### config.mk
export PLATFORM = sky130hd
export DESIGN_NAME = ltd_ctrl
export DESIGN_NICKNAME = d
export VERILOG_FILES = /design/src/rtl/core/ltd_pkg.sv /design/src/rtl/core/ltd_ctrl.sv
export SDC_FILE = /design/constraint.sdc
export NUM_CORES = 1
export LEC_CHECK = 0
export BUFFER_PORTS_ARGS = -buffer_cell sky130_fd_sc_hd__buf_2
export CORE_MARGIN = 2
export CORE_UTILIZATION = 47
export DETAILED_ROUTE_END_ITERATION = 16
export GPL_TIMING_DRIVEN = 0
export PLACE_DENSITY = 0.71
export SETUP_SLACK_MARGIN = 0.05
export SYNTH_ARGS = -nofsm -noshare
export SYNTH_HDL_FRONTEND = slang
export SYNTH_SLANG_ARGS = --single-unit
### constraint.sdc
create_clock -name clk -period 4.17 [get_ports clk]
set_clock_uncertainty 0.05 [all_clocks]
set_input_delay 0.2085 -clock clk [delete_from_list [all_inputs] [get_ports clk]]
set_output_delay 0.2085 -clock clk [all_outputs]
set_load 0.02 [all_outputs]
### src/rtl/core/ltd_pkg.sv
// Shared types and constants of the LZSS token decoder.
package ltd_pkg;

    localparam int HIST_DEPTH  = 65536;
    localparam int HIST_AW     = 16;
    localparam int STAGE_DEPTH = 258;
    localparam int STAGE_AW    = 9;
    localparam int LEN_W       = 9;
    localparam int POS_W       = 3;
    localparam int BEAT_W      = 64;
    localparam int COUNT_W     = 4;

    typedef struct packed {
        logic lit_write;
        logic end_emit;
        logic load_len;
        logic load_off_lo;
        logic start_match;
        logic rd_issue;
        logic wb_start;
        logic wb_issue;
    } cmd_t;

    typedef struct packed {
        logic out_free;
        logic idx_end;
        logic issue_flush;
    } status_t;

endpackage

### src/rtl/core/ltd_ctrl.sv
// Token parser and match sequencer of the LZSS token decoder.
module ltd_ctrl (
    input  logic            clk,
    input  logic            rst_n,
    input  logic            in_valid,
    output logic            in_ready,
    input  logic [7:0]      in_byte,
    input  ltd_pkg::status_t status,
    output ltd_pkg::cmd_t    cmd
);

    typedef enum logic [2:0] {
        ST_IDLE  = 3'b001,
        ST_COPY  = 3'b010,
        ST_WBACK = 3'b100
    } state_t;

    typedef enum logic [1:0] {
        PH_TOKEN  = 2'd0,
        PH_OFF_LO = 2'd1,
        PH_OFF_HI = 2'd2
    } phase_t;

    localparam logic [2:0] TOKENS_NONE = 3'd0;
    localparam logic [2:0] TOKENS_MAX  = 3'd5;

    state_t     state_reg, state_next;
    phase_t     phase_reg, phase_next;
    logic [2:0] tokens_reg, tokens_next;
    logic [7:0] flags_reg, flags_next;
    logic       stopped_reg, stopped_next;
    logic [2:0] hdr_count;
    logic       accept;

    assign hdr_count = in_byte[7:5];
    assign in_ready  = (state_reg == ST_IDLE) && (stopped_reg || status.out_free);
    assign accept    = in_valid && in_ready;

    always_comb
    begin
        cmd          = '0;
        state_next   = state_reg;
        phase_next   = phase_reg;
        tokens_next  = tokens_reg;
        flags_next   = flags_reg;
        stopped_next = stopped_reg;
        unique case (state_reg)
            ST_IDLE:
            begin
                if (accept && !stopped_reg)
                begin
                    unique case (phase_reg)
                        PH_OFF_LO:
                        begin
                            cmd.load_off_lo = 1'b1;
                            phase_next      = PH_OFF_HI;
                        end
                        PH_OFF_HI:
                        begin
                            cmd.start_match = 1'b1;
                            state_next      = ST_COPY;
                            phase_next      = PH_TOKEN;
                            flags_next      = {flags_reg[6:0], 1'b0};
                            if (tokens_reg != TOKENS_NONE)
                            begin
                                tokens_next = tokens_reg - 3'd1;
                            end
                        end
                        default:
                        begin
                            phase_next = PH_TOKEN;
                            if (tokens_reg == TOKENS_NONE)
                            begin
                                if (hdr_count == TOKENS_NONE || hdr_count > TOKENS_MAX)
                                begin
                                    cmd.end_emit = 1'b1;
                                    stopped_next = 1'b1;
                                end
                                else
                                begin
                                    tokens_next = hdr_count;
                                    flags_next  = {in_byte[4:0], 3'b000};
                                end
                            end
                            else if (flags_reg[7])
                            begin
                                cmd.lit_write = 1'b1;
                                flags_next    = {flags_reg[6:0], 1'b0};
                                tokens_next   = tokens_reg - 3'd1;
                            end
                            else
                            begin
                                cmd.load_len = 1'b1;
                                phase_next   = PH_OFF_LO;
                            end
                        end
                    endcase
                end
            end
            ST_COPY:
            begin
                if (status.idx_end)
                begin
                    cmd.wb_start = 1'b1;
                    state_next   = ST_WBACK;
                end
                else if (!status.issue_flush || status.out_free)
                begin
                    cmd.rd_issue = 1'b1;
                end
            end
            ST_WBACK:
            begin
                if (status.idx_end)
                begin
                    state_next = ST_IDLE;
                end
                else
                begin
                    cmd.wb_issue = 1'b1;
                end
            end
            default:
            begin
                state_next = ST_IDLE;
            end
        endcase
    end

    always_ff @(posedge clk or negedge rst_n)
    begin
        if (!rst_n)
        begin
            state_reg   <= ST_IDLE;
            phase_reg   <= PH_TOKEN;
            tokens_reg  <= '0;
            flags_reg   <= '0;
            stopped_reg <= 1'b0;
        end
        else
        begin
            state_reg   <= state_next;
            phase_reg   <= phase_next;
            tokens_reg  <= tokens_next;
            flags_reg   <= flags_next;
            stopped_reg <= stopped_next;
        end
    end

endmodule

; ---- Word level (Yosys, flattened, before mapping)
; Index checks and enable logic that the tools add are counted.
[totals]
ff_bits = 17
in_bits = 14
word_cells = 74
[op_classes]
addsub = 1
order_cmp = 1
n_eq_ne = 11
muxes = 34
bitwise = 2
n_reduce_logical = 19
[ops]
columns = op, count
row1 = two-way mux 3 bit, 9
row2 = two-way mux 8 bit, 3
row3 = case mux 8 bit (2 select lines), 1
row4 = two-way mux 1 bit, 15
row5 = two-way mux 5 bit, 2
row6 = AND reduction 5 bit, 2
row7 = case mux 3 bit (3 select lines), 1
row8 = AND reduction 4 bit, 2
row9 = zero test 3 bit, 2
row10 = != test 2 bit (second input constant), 3
row11 = case mux 3 bit (2 select lines), 1
row12 = AND reduction 6 bit, 1
row13 = nonzero test 3 bit, 2
row14 = != test 2 x 1 -> 1 bit (second input constant), 2
row15 = case mux 2 bit (2 select lines), 1
row16 = == test 3 x 1 -> 1 bit (second input constant), 1
row17 = == test 3 x 2 -> 1 bit (second input constant), 1
row18 = == test 3 bit (second input constant), 1
row19 = greater-than comparator 3 bit (second input constant), 1
row20 = logical AND 1 bit, 3
row21 = logical OR 1 bit, 3
row22 = != test 3 x 2 -> 1 bit (second input constant), 1
row23 = subtractor 3 x 1 -> 3 bit (second input constant), 1
row24 = == test 2 x 1 -> 1 bit (second input constant), 1
row25 = other kinds (6), 8

; ---- Logic depth before layout (Yosys ltp)
; Gate-level depths: netlist of run 1.
[logic_depth]
depth_word = 7
ltp_mapped = 7

; ---- Least setup slack after synthesis of run 1
; Ideal clock, no wire load.
[synth_timing]
path_kind = register to register
from = register tokens_reg[0]
to = register flags_reg[3]
setup_time_ns = 0.125
arrival_ns = 1.722
required_time_ns = 3.995
setup_slack_ns = 2.273
path_stages_with_launch = 8
path_buffers = 1
period_less_slack_ns = 1.897
path_cell_list = dfrtp_1 > inv_1 > ha_1 > nand2b_1 > buf_6 > a211o_4 > a21oi_4 > mux2_2
[synth_via]
elab_chain_len = 3
word_cells_on_any_way = 6
cone_classes = 1 x eq/ne / 2 x mux / 3 x reduce/logical
[synth_rtl]
columns = element, line
row1 = start: declaration, ltd_ctrl.sv:29  ; logic [2:0] tokens_reg, tokens_next;
row2 = start signal: assignment, ltd_ctrl.sv:144  ; tokens_reg <= tokens_next;
row3 = zero test 3 bit *, ltd_ctrl.sv:72  ; if (tokens_reg == TOKENS_NONE)
row4 = "!= test 3 x 2 -> 1 bit (no source line), or another cell as far along", n/a
row5 = AND reduction 5 bit (no source line) / case mux 8 bit (2 select lines) (equally long branches), n/a
row6 = end signal: assignment, ltd_ctrl.sv:145  ; flags_reg <= flags_next;
row7 = end: declaration, ltd_ctrl.sv:30  ; logic [7:0] flags_reg, flags_next;
; Mark *: on every way between the ends. The rest lies on a longest branch, timed or not.
; A chain may end at the register's enable or synchronous reset.

==> results_tabular.tex, run 1 <==
\begin{tabular}{lr}
\hline
Metric & Value \\
\hline
\multicolumn{2}{l}{\textbf{Critical path}} \\
Critical path's top delay family & simple AND/OR/NAND/NOR gates \\
Worst path cell trace & nor3b\_2, and3\_1, nand2\_1, nor3\_1, buf\_2 \\
Slowest cell delay on critical path & 540 ps \\
Critical Path AT & 1930 ps \\
Library cell contributing the largest single delay on the critical path & sky130\_fd\_sc\_hd\_\_dfstp\_2 \\
Classification of the worst setup path & flip-flop to output port \\
Buffer and inverter count on the worst path & 1 \\
Setup crit start kind & flip-flop \\
Required @ worst endpoint & 3910 ps \\
Capturing element type of the critical path & output port \\
Max Fanout on Critical Path & 5 \\
\multicolumn{2}{l}{\textbf{Drt}} \\
Number of design-rule violations left by the first detailed-router iteration & 20 \\
Via total after detailed routing & 869 \\
Antenna violation net count after detailed routing & 0 \\
Drt pass-1 iters & 4 \\
Routed Wire Length & 2050 microns \\
Via-to-Cell Ratio & 5.57 \\
DRC violation count after routing & 0 \\
Average detailed-routed wire length per instance & 13.2 microns \\
\multicolumn{2}{l}{\textbf{Yosys}} \\
Number of instances in the synthesized netlist & 102 \\
Fraction of synthesis flops using an asynchronous set or reset pin & 100\% \\
Distinct cell type count of the synthesized netlist & 46 \\
Top-count cell post-synth & sky130\_fd\_sc\_hd\_\_dfrtp\_1 \\
Total number of yosys warnings & 0 \\
Flops \& latches, synth & 16 \\
Cell taking the most area after synthesis & sky130\_fd\_sc\_hd\_\_dfrtp\_1 \\
Netlist area before placement & 0.00101 sq mm \\
Commonest cells in the netlist & sky130\_fd\_sc\_hd\_\_dfrtp\_1 (15), sky130\_fd\_sc\_hd\_\_inv\_1 (8), sky130\_fd\_sc\_hd\_\_nor2\_1 (8) \\
Ys flop type & sky130\_fd\_sc\_hd\_\_dfrtp\_1 \\
Post-synth EDFFs & 0 \\
Synth top area share & 37.2\% \\
Biggest area contributors in the synthesized netlist & sky130\_fd\_sc\_hd\_\_dfrtp\_1 (37\%), sky130\_fd\_sc\_hd\_\_ha\_1 (5.0\%), sky130\_fd\_sc\_hd\_\_mux2\_2 (4.5\%), sky130\_fd\_sc\_hd\_\_a21oi\_1 (3.0\%), sky130\_fd\_sc\_hd\_\_a22o\_2 (3.0\%) \\
Average size of a mapped cell & 9.90 sq um \\
Number of nets produced by synthesis & 120 \\
Seq/Total Area, Yosys & 39.8\% \\
\multicolumn{2}{l}{\textbf{Global route}} \\
First-pass GRT wire length & 3570 microns \\
Vias in the first global route & 786 \\
Grt total ovfl & 0 \\
GRT Util Overall & 18.7\% \\
Antenna violations before repair & 0 \\
Largest net degree at the start of global routing & 17 \\
\multicolumn{2}{l}{\textbf{Cells and area}} \\
Number of flip-flops under the largest register name & 7 \\
Fill cell count & 187 \\
Sequential cell area & 402 sq um \\
Area used by multi-input combinational logic & 551 sq um \\
Fraction of final layout cells with drive strength greater than 1 & 34.1\% \\
Final net count & 148 \\
Layout Area Growth over Synthesis & 18.8\% \\
ANT cells & 0 \\
\multicolumn{2}{l}{\textbf{Run}} \\
Number of max-cap violations & 0 \\
\multicolumn{2}{l}{\textbf{Placed design}} \\
HPWL reported at the end of detailed placement & 1580 microns \\
Routability-driven placement congestion ratio & 0.831 \\
Number of I/O port buffers & 22 \\
\multicolumn{2}{l}{\textbf{Timing}} \\
Endpoints failing hold & 0 \\
Post-route setup TNS & 0 ps \\
Least-Margin Pin Slew & 429 ps \\
Min Clock Period, post-route & 2190 ps \\
Highest clock rate & 457 MHz \\
Worst rel slew slack & 71.0\% \\
Max Transition Viols Final & 0 \\
Crit share post-route & 52.5\% \\
Unrepaired setup endpoints after global routing & no \\
Total setup violations reported at the end of the flow & 0 \\
\multicolumn{2}{l}{\textbf{Power and ir drop}} \\
Share of total power in the clock network & 37.5\% \\
Switching share of power & 21.3\% \\
Cell-internal power & 215 uW \\
Sw power & 58.3 uW \\
Comb pwr share & 5.7\% \\
Total power & 273 uW \\
Pleak & 0.597 nW \\
Part of the total power dissipated in sequential elements & 56.8\% \\
VDD IR-drop max & 0.223 mV \\
PwrDens & 228 mW/mm\^{}2 \\
\multicolumn{2}{l}{\textbf{Floorplanning}} \\
Effective utilization at floorplan & 50.4\% \\
X dimension of the die & 50.4 microns \\
Die outline height & 50.4 microns \\
Area of the die & 0.00254 sq mm \\
Number of cell rows & 16 \\
Boundary Pins & 23 \\
Floorplan core area & 0.00200 sq mm \\
\multicolumn{2}{l}{\textbf{CTS}} \\
Root buf cell & sky130\_fd\_sc\_hd\_\_clkbuf\_4 \\
Cells resized by post-CTS repair & 0 \\
CTS tree & built \\
Total clock buffers created by CTS & 3 \\
Post-CTS Setup Repair Bufs & 0 \\
Clock transition time at the flip-flop clock pins of the worst setup and hold paths & 90 ps \\
Hold buffer count at cts & 1 \\
Clock Sinks & 16 \\
Clock latency at the later pin of the worst-skew pair & 290 ps \\
Count of H-tree levels built during CTS & 1 \\
Maximum count of clock buffers along a single path & 2 \\
\multicolumn{2}{l}{\textbf{Outcome}} \\
Status & completed \\
\multicolumn{2}{l}{\textbf{Min path}} \\
Hold/Removal Path Class & input pin to flip-flop \\
\hline
\end{tabular}
cell type report:
type | instances | share of cell area (%)
clock buffers | 4 | 3.02
repair buffers | 23 | 10.0
plain buffers | 3 | 2.29
flip-flops and latches | 16 | 33.5
multi-input cells | 75 | 45.9
well taps | 27 | 2.82
inverters | 8 | 2.50
cells by family (layout without fill, tap and decap cells):
group	after synthesis	count (layout)	synth area share [%]
compound gates	29	29	23.4
fa+ha+maj	4	4	4.96
buf+inv	11	38	5.70
flops	16	16	39.8
xor+xnor	1	1	0.868
mux	5	5	5.45
simple gates	36	36	19.8
tightest hold or removal path: stages:
cell	delay (ps)
sky130_fd_sc_hd__buf_2	90
sky130_fd_sc_hd__nor4b_1	60
sky130_fd_sc_hd__nor2_1	100
placed cells by master (no fill, tap or decap), types with 2 or more instances in the layout:
| master | count |
|---|---|
| sky130_fd_sc_hd__a21o_2 | 2 |
| sky130_fd_sc_hd__a21oi_1 | 6 |
| sky130_fd_sc_hd__a22o_2 | 3 |
| sky130_fd_sc_hd__and2_1 | 3 |
| sky130_fd_sc_hd__buf_2 | 22 |
| sky130_fd_sc_hd__clkbuf_4 | 3 |
| sky130_fd_sc_hd__dfrtp_1 | 15 |
| sky130_fd_sc_hd__ha_1 | 4 |
| sky130_fd_sc_hd__inv_1 | 8 |
| sky130_fd_sc_hd__mux2_2 | 4 |
| sky130_fd_sc_hd__nand2_1 | 7 |
| sky130_fd_sc_hd__nand2b_1 | 2 |
| sky130_fd_sc_hd__nor2_1 | 8 |
| sky130_fd_sc_hd__nor2b_1 | 2 |
| sky130_fd_sc_hd__nor3_1 | 4 |
| sky130_fd_sc_hd__o21ai_0 | 2 |
stage by stage:
step	worst slack, ps	util, %	instances	instance area, sq um	hold slack (ps)
2_1_floorplan	2270	-	102	1010	-137
4_1_cts	1980	59.9	156	1200	149
6_report	1980	59.9	156	1200	158
5_1_grt	1840	59.9	156	1200	171
3_5_place_dp	2140	57.6	151	1150	89.2
3_3_place_gp	2160	57.6	151	1150	90.8
path summary, 6_finish.rpt:
path,startpoint,end,slack [ps],cells past startpoint
worst max-delay path,state_reg[0]$_DFFE_PN1P_,cmd[6],1980,5
worst max register to register,tokens_reg[0]$_DFFE_PN0P_,flags_reg[3]$_DFFE_PN0P_,2130,7
worst min register to register,flags_reg[1]$_DFFE_PN0P_,flags_reg[1]$_DFFE_PN0P_,440,1
max in group asynchronous,rst_n,state_reg[0]$_DFFE_PN1P_,3460,2
worst min-delay path,status[1],state_reg[0]$_DFFE_PN1P_,160,3
min in group asynchronous,rst_n,phase_reg[0]$_DFFE_PN0P_,300,2
power groups by stage:
stage / Clock [mW] / Sequential (mW) / Combinational, mW
floorplan: 0 / 0.158 / 0.00310
CTS: 0.107 / 0.155 / 0.0158
finish: 0.102 / 0.155 / 0.0156
detailed placement: 0 / 0.158 / 0.0150
global route: 0.114 / 0.155 / 0.0178
global placement: 0 / 0.158 / 0.0144
per-layer routing:
metal | routed length (microns) | up-vias | track usage [%]
li1 | - | 429 | -
met1 | 971 | 414 | 24.8
met2 | 950 | 21 | 28.9
met3 | 100 | 5 | 5.36
met4 | 30 | 0 | 6.76
met5 | 0 | - | 0
Power figures use the tool's default switching activity.
==> run 2, diff against run 1 <==
--- a/config.mk
+++ b/config.mk
@@ -10,7 +10,7 @@
 export CORE_UTILIZATION = 47
 export DETAILED_ROUTE_END_ITERATION = 16
 export GPL_TIMING_DRIVEN = 0
-export PLACE_DENSITY = 0.71
+export PLACE_DENSITY = 0.74
 export SETUP_SLACK_MARGIN = 0.05
 export SYNTH_ARGS = -nofsm -noshare
 export SYNTH_HDL_FRONTEND = slang
==> constraint.sdc (replaced) <==
create_clock -name clk -period 1.83 [get_ports clk]
set_clock_uncertainty 0.05 [all_clocks]
set_input_delay 0.0915 -clock clk [delete_from_list [all_inputs] [get_ports clk]]
set_output_delay 0.0915 -clock clk [all_outputs]
set_load 0.02 [all_outputs]
==> results_tabular.tex, run 2 (synthesis gave the netlist of run 1 again) <==
\begin{tabular}{lr}
\hline
Metric & Value \\
\hline
\multicolumn{2}{l}{\textbf{Timing}} \\
Highest clock rate & 553 MHz \\
Worst rel slew slack & 69.5\% (-1.6 points) \\
Max Transition Viols Final & 0 (unchanged) \\
Final WS setup & 21.3 ps (-1960 ps) \\
Crit share post-route & 98.8\% \\
Least-Margin Pin Slew & 452 ps (+23.3 ps) \\
Min Hold Slack & 63.0 ps (-95.4 ps) \\
Post-route setup TNS & 0 ps (unchanged) \\
Total setup violations reported at the end of the flow & 0 (unchanged) \\
Unrepaired setup endpoints after global routing & yes \\
Endpoints failing hold & 0 (unchanged) \\
Min Clock Period, post-route & 1810 ps \\
\multicolumn{2}{l}{\textbf{Placed design}} \\
Post-detailed-placement cell area & 0.00118 sq mm (+2.4\%) \\
Pre-CTS WS & -133 ps (-2270 ps) \\
Number of I/O port buffers & 22 (unchanged) \\
Number of placed cells counting well taps & 151 (unchanged) \\
Routability-driven placement congestion ratio & 0.844 (+1.5\%) \\
HPWL reported at the end of detailed placement & 1660 microns (+5.3\%) \\
\multicolumn{2}{l}{\textbf{CTS}} \\
CTS tree & built \\
Maximum count of clock buffers along a single path & 2 (unchanged) \\
Clock latency at the later pin of the worst-skew pair & 280 ps (about the same) \\
Total clock buffers created by CTS & 3 (unchanged) \\
Clock Sinks & 16 (unchanged) \\
Clock transition time at the flip-flop clock pins of the worst setup and hold paths & 100 ps (about the same) \\
Count of H-tree levels built during CTS & 1 (unchanged) \\
Root buf cell & sky130\_fd\_sc\_hd\_\_clkbuf\_4 \\
\multicolumn{2}{l}{\textbf{Power and ir drop}} \\
Pleak & 0.676 nW (+13\%) \\
Total power & 629 uW (+130\%) \\
PwrDens & 443 mW/mm\^{}2 (+94\%) \\
VDD IR-drop max & 0.409 mV (+83\%) \\
\multicolumn{2}{l}{\textbf{Cells and area}} \\
Final net count & 162 (+9.5\%) \\
Layout Area Growth over Synthesis & 40.8\% \\
Non-filler instance count after layout & 170 (+9.0\%) \\
Commonest non-fill, non-tap cell in the layout & sky130\_fd\_sc\_hd\_\_buf\_4 \\
Final core utilization & 71.0\% (+11 points) \\
ANT cells & 0 (unchanged) \\
Number of flip-flops under the largest register name & 7 (unchanged) \\
Finished layout cell area & 0.00142 sq mm (+18\%) \\
Fraction of final layout cells with drive strength greater than 1 & 51.0\% (+17 points) \\
Most frequent cells in the layout & sky130\_fd\_sc\_hd\_\_buf\_4 (19), sky130\_fd\_sc\_hd\_\_buf\_2 (17), sky130\_fd\_sc\_hd\_\_dfrtp\_1 (15), sky130\_fd\_sc\_hd\_\_nor2\_1 (7), sky130\_fd\_sc\_hd\_\_inv\_1 (6) \\
\multicolumn{2}{l}{\textbf{Critical path}} \\
Classification of the worst setup path & flip-flop to flip-flop \\
Capturing element type of the critical path & flip-flop \\
Library cell contributing the largest single delay on the critical path & sky130\_fd\_sc\_hd\_\_dfrtp\_1 \\
Required @ worst endpoint & 2010 ps (-1900 ps) \\
Setup crit start kind & flip-flop \\
Worst path cell trace & inv\_2, ha\_4, nand2b\_4, a211o\_4, buf\_4, a211oi\_1, o22a\_1 \\
Max Fanout on Critical Path & 5 (unchanged) \\
Critical Path AT & 1990 ps (+60 ps) \\
Slowest cell delay on critical path & 420 ps (-120 ps) \\
\multicolumn{2}{l}{\textbf{Min path}} \\
Hold/Removal Path Class & input pin to flip-flop \\
\multicolumn{2}{l}{\textbf{Global route}} \\
Layer carrying the most global-route usage & met2 \\
Antenna violations before repair & 0 (unchanged) \\
Met3 demand-to-capacity share in global routing & 3.87\% (-1.5 points) \\
Vias in the first global route & 918 (+17\%) \\
Largest net degree at the start of global routing & 17 (unchanged) \\
First-pass GRT wire length & 3910 microns (+9.5\%) \\
GRT Util Overall & 20.5\% (+1.8 points) \\
M2 GR Usage & 37.7\% (+8.8 points) \\
GR Layer Usage met1 & 24.1\% (-0.67 points) \\
Grt total ovfl & 0 (unchanged) \\
\multicolumn{2}{l}{\textbf{Drt}} \\
Antenna violation net count after detailed routing & 0 (unchanged) \\
Drt pass-1 iters & 4 (unchanged) \\
Number of design-rule violations left by the first detailed-router iteration & 33 (+65\%) \\
Average detailed-routed wire length per instance & 15.6 microns (+19\%) \\
Routed Wire Length & 2650 microns (+29\%) \\
Via-to-Cell Ratio & 5.69 (+2.2\%) \\
Via total after detailed routing & 968 (+11\%) \\
DRC violation count after routing & 0 (unchanged) \\
\multicolumn{2}{l}{\textbf{Floorplanning}} \\
X dimension of the die & 50.4 microns (unchanged) \\
Area of the die & 0.00254 sq mm (unchanged) \\
Number of cell rows & 16 (unchanged) \\
Floorplan core area & 0.00200 sq mm (unchanged) \\
Effective utilization at floorplan & 50.4\% (unchanged) \\
Boundary Pins & 23 (unchanged) \\
Die outline height & 50.4 microns (unchanged) \\
\multicolumn{2}{l}{\textbf{Outcome}} \\
Status & completed \\
\multicolumn{2}{l}{\textbf{Run}} \\
Number of max-cap violations & 0 (unchanged) \\
\hline
\end{tabular}
==> run 2: path summary, 6_finish.rpt <==
| check | to | slack [ps] | depth (start not counted) | from |
|---|---|---|---|---|
| worst max-delay path | tokens_reg[2]$_DFFE_PN0P_ | 20 | 7 | tokens_reg[0]$_DFFE_PN0P_ |
| worst min-delay path | state_reg[0]$_DFFE_PN1P_ | 60 | 3 | status[1] |
| worst max register to register | tokens_reg[2]$_DFFE_PN0P_ | 20 | 7 | tokens_reg[0]$_DFFE_PN0P_ |
| worst min register to register | flags_reg[1]$_DFFE_PN0P_ | 460 | 1 | flags_reg[1]$_DFFE_PN0P_ |
| max in group asynchronous | state_reg[0]$_DFFE_PN1P_ | 1210 | 2 | rst_n |
| min in group asynchronous | tokens_reg[0]$_DFFE_PN0P_ | 200 | 2 | rst_n |
==> run 2: cell type report <==
cell class | instances | area (sq um)
timing repair buffer | 38 | 249
multi-input combinational | 75 | 647
buffer | 2 | 23.8
inverter | 8 | 30.0
tap | 27 | 33.8
sequential | 16 | 402
clock buffer | 4 | 36.3
fill | 149 | 581
==> run 2: timing repair <==
action | CTS | global route
buffers inserted | 10 | 5
resized for setup | 13 | 12
endpoints found under the hold margin | 16 | 0
pin swaps | 4 | 6
hold buffers | 1 | 0
endpoints found under the setup margin | 11 | 14
==> run 2: critical path, delay by kind of cell (launching register included) <==
family / cells / cell delay, ps
AO/OA/AOI/OAI: 3 / 830
adder cells (fa/ha/maj): 1 / 150
buffers and inverters: 2 / 240
flip-flops: 1 / 420
AND/OR/NAND/NOR: 1 / 70
==> run 2: report_power, final <==
part | leakage, nW | switching (mW) | internal, mW
Sequential | 0.194 | 0 | 0.353
Clock | 0.0210 | 0.118 | 0.121
Combinational | 0.461 | 0.0219 | 0.0150
Total | 0.676 | 0.140 | 0.489
==> run 2: layer usage <==
layer  share of wire, %  vias up
met5                  0        -
met4               0.45        0
met3                4.2        2
met2                 52       31
met1                 43      478
li1                   -      457
==> run 3, diff against run 2 <==
--- a/config.mk
+++ b/config.mk
@@ -5,7 +5,7 @@
 export SDC_FILE = /design/constraint.sdc
 export NUM_CORES = 1
 export LEC_CHECK = 0
-export BUFFER_PORTS_ARGS = -buffer_cell sky130_fd_sc_hd__buf_2
+export BUFFER_PORTS_ARGS = -buffer_cell sky130_fd_sc_hd__buf_4
 export CORE_MARGIN = 2
 export CORE_UTILIZATION = 47
 export DETAILED_ROUTE_END_ITERATION = 16
==> results_tabular.tex, run 3 (synthesis gave the netlist of run 1 again) <==
\begin{tabular}{lr}
\hline
Metric & Value \\
\hline
\multicolumn{2}{l}{\textbf{Outcome}} \\
Status & completed \\
\multicolumn{2}{l}{\textbf{Cells and area}} \\
ANT cells & 0 (unchanged) \\
Number of flip-flops under the largest register name & 7 (unchanged) \\
Fraction of final layout cells with drive strength greater than 1 & 51.4\% (+0.34 points) \\
Final net count & 163 (+0.62\%) \\
Most frequent cells in the layout & sky130\_fd\_sc\_hd\_\_buf\_4 (37), sky130\_fd\_sc\_hd\_\_dfrtp\_1 (15), sky130\_fd\_sc\_hd\_\_nor2\_1 (8), sky130\_fd\_sc\_hd\_\_inv\_1 (6) \\
Layout Area Growth over Synthesis & 46.0\% \\
Fill cell count & 146 (-2.0\%) \\
Commonest non-fill, non-tap cell in the layout & sky130\_fd\_sc\_hd\_\_buf\_4 \\
\multicolumn{2}{l}{\textbf{Timing}} \\
Crit share post-route & 98.8\% (about the same) \\
Least-Margin Pin Slew & 464 ps (+11.7 ps) \\
Highest clock rate & 553 MHz (about the same) \\
Worst rel slew slack & 68.7\% (-0.79 points) \\
Endpoints failing hold & 0 (unchanged) \\
Unrepaired setup endpoints after global routing & yes \\
Min Clock Period, post-route & 1810 ps (+0.152 ps) \\
Post-route setup TNS & 0 ps (unchanged) \\
Final WS setup & 21.2 ps (-0.152 ps) \\
Max Transition Viols Final & 0 (unchanged) \\
Total setup violations reported at the end of the flow & 0 (unchanged) \\
\multicolumn{2}{l}{\textbf{Min path}} \\
Hold/Removal Path Class & input pin to flip-flop \\
\multicolumn{2}{l}{\textbf{Drt}} \\
Via-to-Cell Ratio & 5.76 (+1.2\%) \\
Antenna violation net count after detailed routing & 0 (unchanged) \\
Drt pass-1 iters & 4 (unchanged) \\
Met3 wire length & 164 microns (+48\%) \\
Number of design-rule violations left by the first detailed-router iteration & 19 (-42\%) \\
WL met1 & 1000 microns (-13\%) \\
Highest metal used & met4 \\
DRC violation count after routing & 0 (unchanged) \\
Wire length on met2 & 1320 microns (-4.6\%) \\
Via total after detailed routing & 985 (+1.8\%) \\
Average detailed-routed wire length per instance & 14.7 microns (-6.0\%) \\
Routed Wire Length & 2510 microns (-5.5\%) \\
\multicolumn{2}{l}{\textbf{Placed design}} \\
Routability-driven placement congestion ratio & 0.880 (+4.2\%) \\
HPWL reported at the end of detailed placement & 1630 microns (-1.5\%) \\
Number of I/O port buffers & 22 (unchanged) \\
Pre-CTS WS & -97.6 ps (+34.9 ps) \\
\multicolumn{2}{l}{\textbf{Floorplanning}} \\
Number of cell rows & 16 (unchanged) \\
Effective utilization at floorplan & 50.4\% (unchanged) \\
Die outline height & 50.4 microns (unchanged) \\
X dimension of the die & 50.4 microns (unchanged) \\
Floorplan core area & 0.00200 sq mm (unchanged) \\
Area of the die & 0.00254 sq mm (unchanged) \\
Boundary Pins & 23 (unchanged) \\
\multicolumn{2}{l}{\textbf{CTS}} \\
Count of H-tree levels built during CTS & 1 (unchanged) \\
CTS tree & built \\
Clock transition time at the flip-flop clock pins of the worst setup and hold paths & 100 ps (about the same) \\
Total clock buffers created by CTS & 3 (unchanged) \\
Root buf cell & sky130\_fd\_sc\_hd\_\_clkbuf\_4 \\
Maximum count of clock buffers along a single path & 2 (unchanged) \\
Clock Sinks & 16 (unchanged) \\
Clock latency at the later pin of the worst-skew pair & 300 ps (+20 ps) \\
\multicolumn{2}{l}{\textbf{Critical path}} \\
Classification of the worst setup path & flip-flop to flip-flop \\
Slowest cell delay on critical path & 410 ps (about the same) \\
Capturing element type of the critical path & flip-flop \\
Library cell contributing the largest single delay on the critical path & sky130\_fd\_sc\_hd\_\_dfrtp\_1 \\
Setup crit start kind & flip-flop \\
Worst path cell trace & inv\_2, ha\_4, nand2b\_4, a211o\_4, a21oi\_4, mux2\_4 \\
Required @ worst endpoint & 1970 ps (-40 ps) \\
Critical Path AT & 1950 ps (-40 ps) \\
Max Fanout on Critical Path & 5 (unchanged) \\
\multicolumn{2}{l}{\textbf{Global route}} \\
GRT Util Overall & 22.2\% (+1.8 points) \\
Antenna violations before repair & 0 (unchanged) \\
Largest net degree at the start of global routing & 17 (unchanged) \\
First-pass GRT wire length & 4220 microns (+7.7\%) \\
Grt total ovfl & 0 (unchanged) \\
Vias in the first global route & 958 (+4.4\%) \\
\multicolumn{2}{l}{\textbf{Run}} \\
Number of max-cap violations & 0 (unchanged) \\
\multicolumn{2}{l}{\textbf{Power and ir drop}} \\
PwrDens & 436 mW/mm\^{}2 (-1.4\%) \\
Pleak & 0.699 nW (+3.3\%) \\
VDD IR-drop max & 0.504 mV (+23\%) \\
\hline
\end{tabular}
-- run 3: cell count changes in the layout (fill, tap and decap cells not counted), sizes merged --
cell,change
buf,+1
-- run 3: worst paths after layout --
kind / to / depth (start not counted) / slack [ps] / start
max: flags_reg[5]$_DFFE_PN0P_ / 6 / 20 / tokens_reg[0]$_DFFE_PN0P_
min: state_reg[0]$_DFFE_PN1P_ / 3 / 30 / status[1]
max reg2reg: flags_reg[5]$_DFFE_PN0P_ / 6 / 20 / tokens_reg[0]$_DFFE_PN0P_
min reg2reg: flags_reg[1]$_DFFE_PN0P_ / 1 / 450 / flags_reg[1]$_DFFE_PN0P_
max in group asynchronous: state_reg[0]$_DFFE_PN1P_ / 2 / 1350 / rst_n
min in group asynchronous: phase_reg[1]$_DFFE_PN0P_ / 2 / 120 / rst_n
-- run 3: layout make-up --
class / count / area (sq um) / share of cell area, %
Tap cell: 27 / 33.8 / 2.29
Inverter: 8 / 30.0 / 2.04
Clock buffer: 4 / 36.3 / 2.46
Timing Repair Buffer: 39 / 299 / 20.3
Multi-Input combinational cell: 75 / 649 / 44.1
Sequential cell: 16 / 402 / 27.2
Buffer: 2 / 23.8 / 1.61
-- run 3: critical path, delay by kind of cell (launching register included) --
kind / cells / cell delay (ps)
and+or+nand+nor: 1 / 80
muxes: 1 / 330
adders and majority gates: 1 / 160
AOI/OAI and AO/OA: 2 / 560
buffers and inverters: 1 / 100
DFF: 1 / 410
-- run 3: metrics by stage --
step | hold WS, ps | area, sq um | instances | util (%) | power [mW]
2_1_floorplan | -254 | 1040 | 102 | - | 0.367
3_3_place_gp | -86.3 | 1240 | 151 | 61.8 | 0.401
3_5_place_dp | -86.2 | 1240 | 151 | 61.8 | 0.402
4_1_cts | 36.4 | 1410 | 168 | 70.4 | 0.641
5_1_grt | 39.8 | 1470 | 171 | 73.6 | 0.666
6_report | 29.7 | 1470 | 171 | 73.6 | 0.643
-- run 3: routing by layer --
metal / track usage (%) / vias to the layer above
li1: - / 462
met1: 26.8 / 474
met2: 39.3 / 44
met3: 6.25 / 5
met4: 4.95 / 0
met5: 0 / -
-- run 3: where the power goes --
part           internal [mW]  leakage [nW]  switching (mW)  total [mW]
registers              0.353         0.194               0       0.353
logic                 0.0229         0.484          0.0219      0.0447
clock network          0.122        0.0210           0.124       0.245
-- run 3: repair_timing --
action | in CTS | in global routing
gates cloned | 0 | 0
pin swaps | 5 | 7
buffers inserted | 12 | 4
resized for setup | 10 | 11
endpoints found under the setup margin | 10 | 17
hold buffers | 1 | 0
hold endpoints to repair | 16 | 0
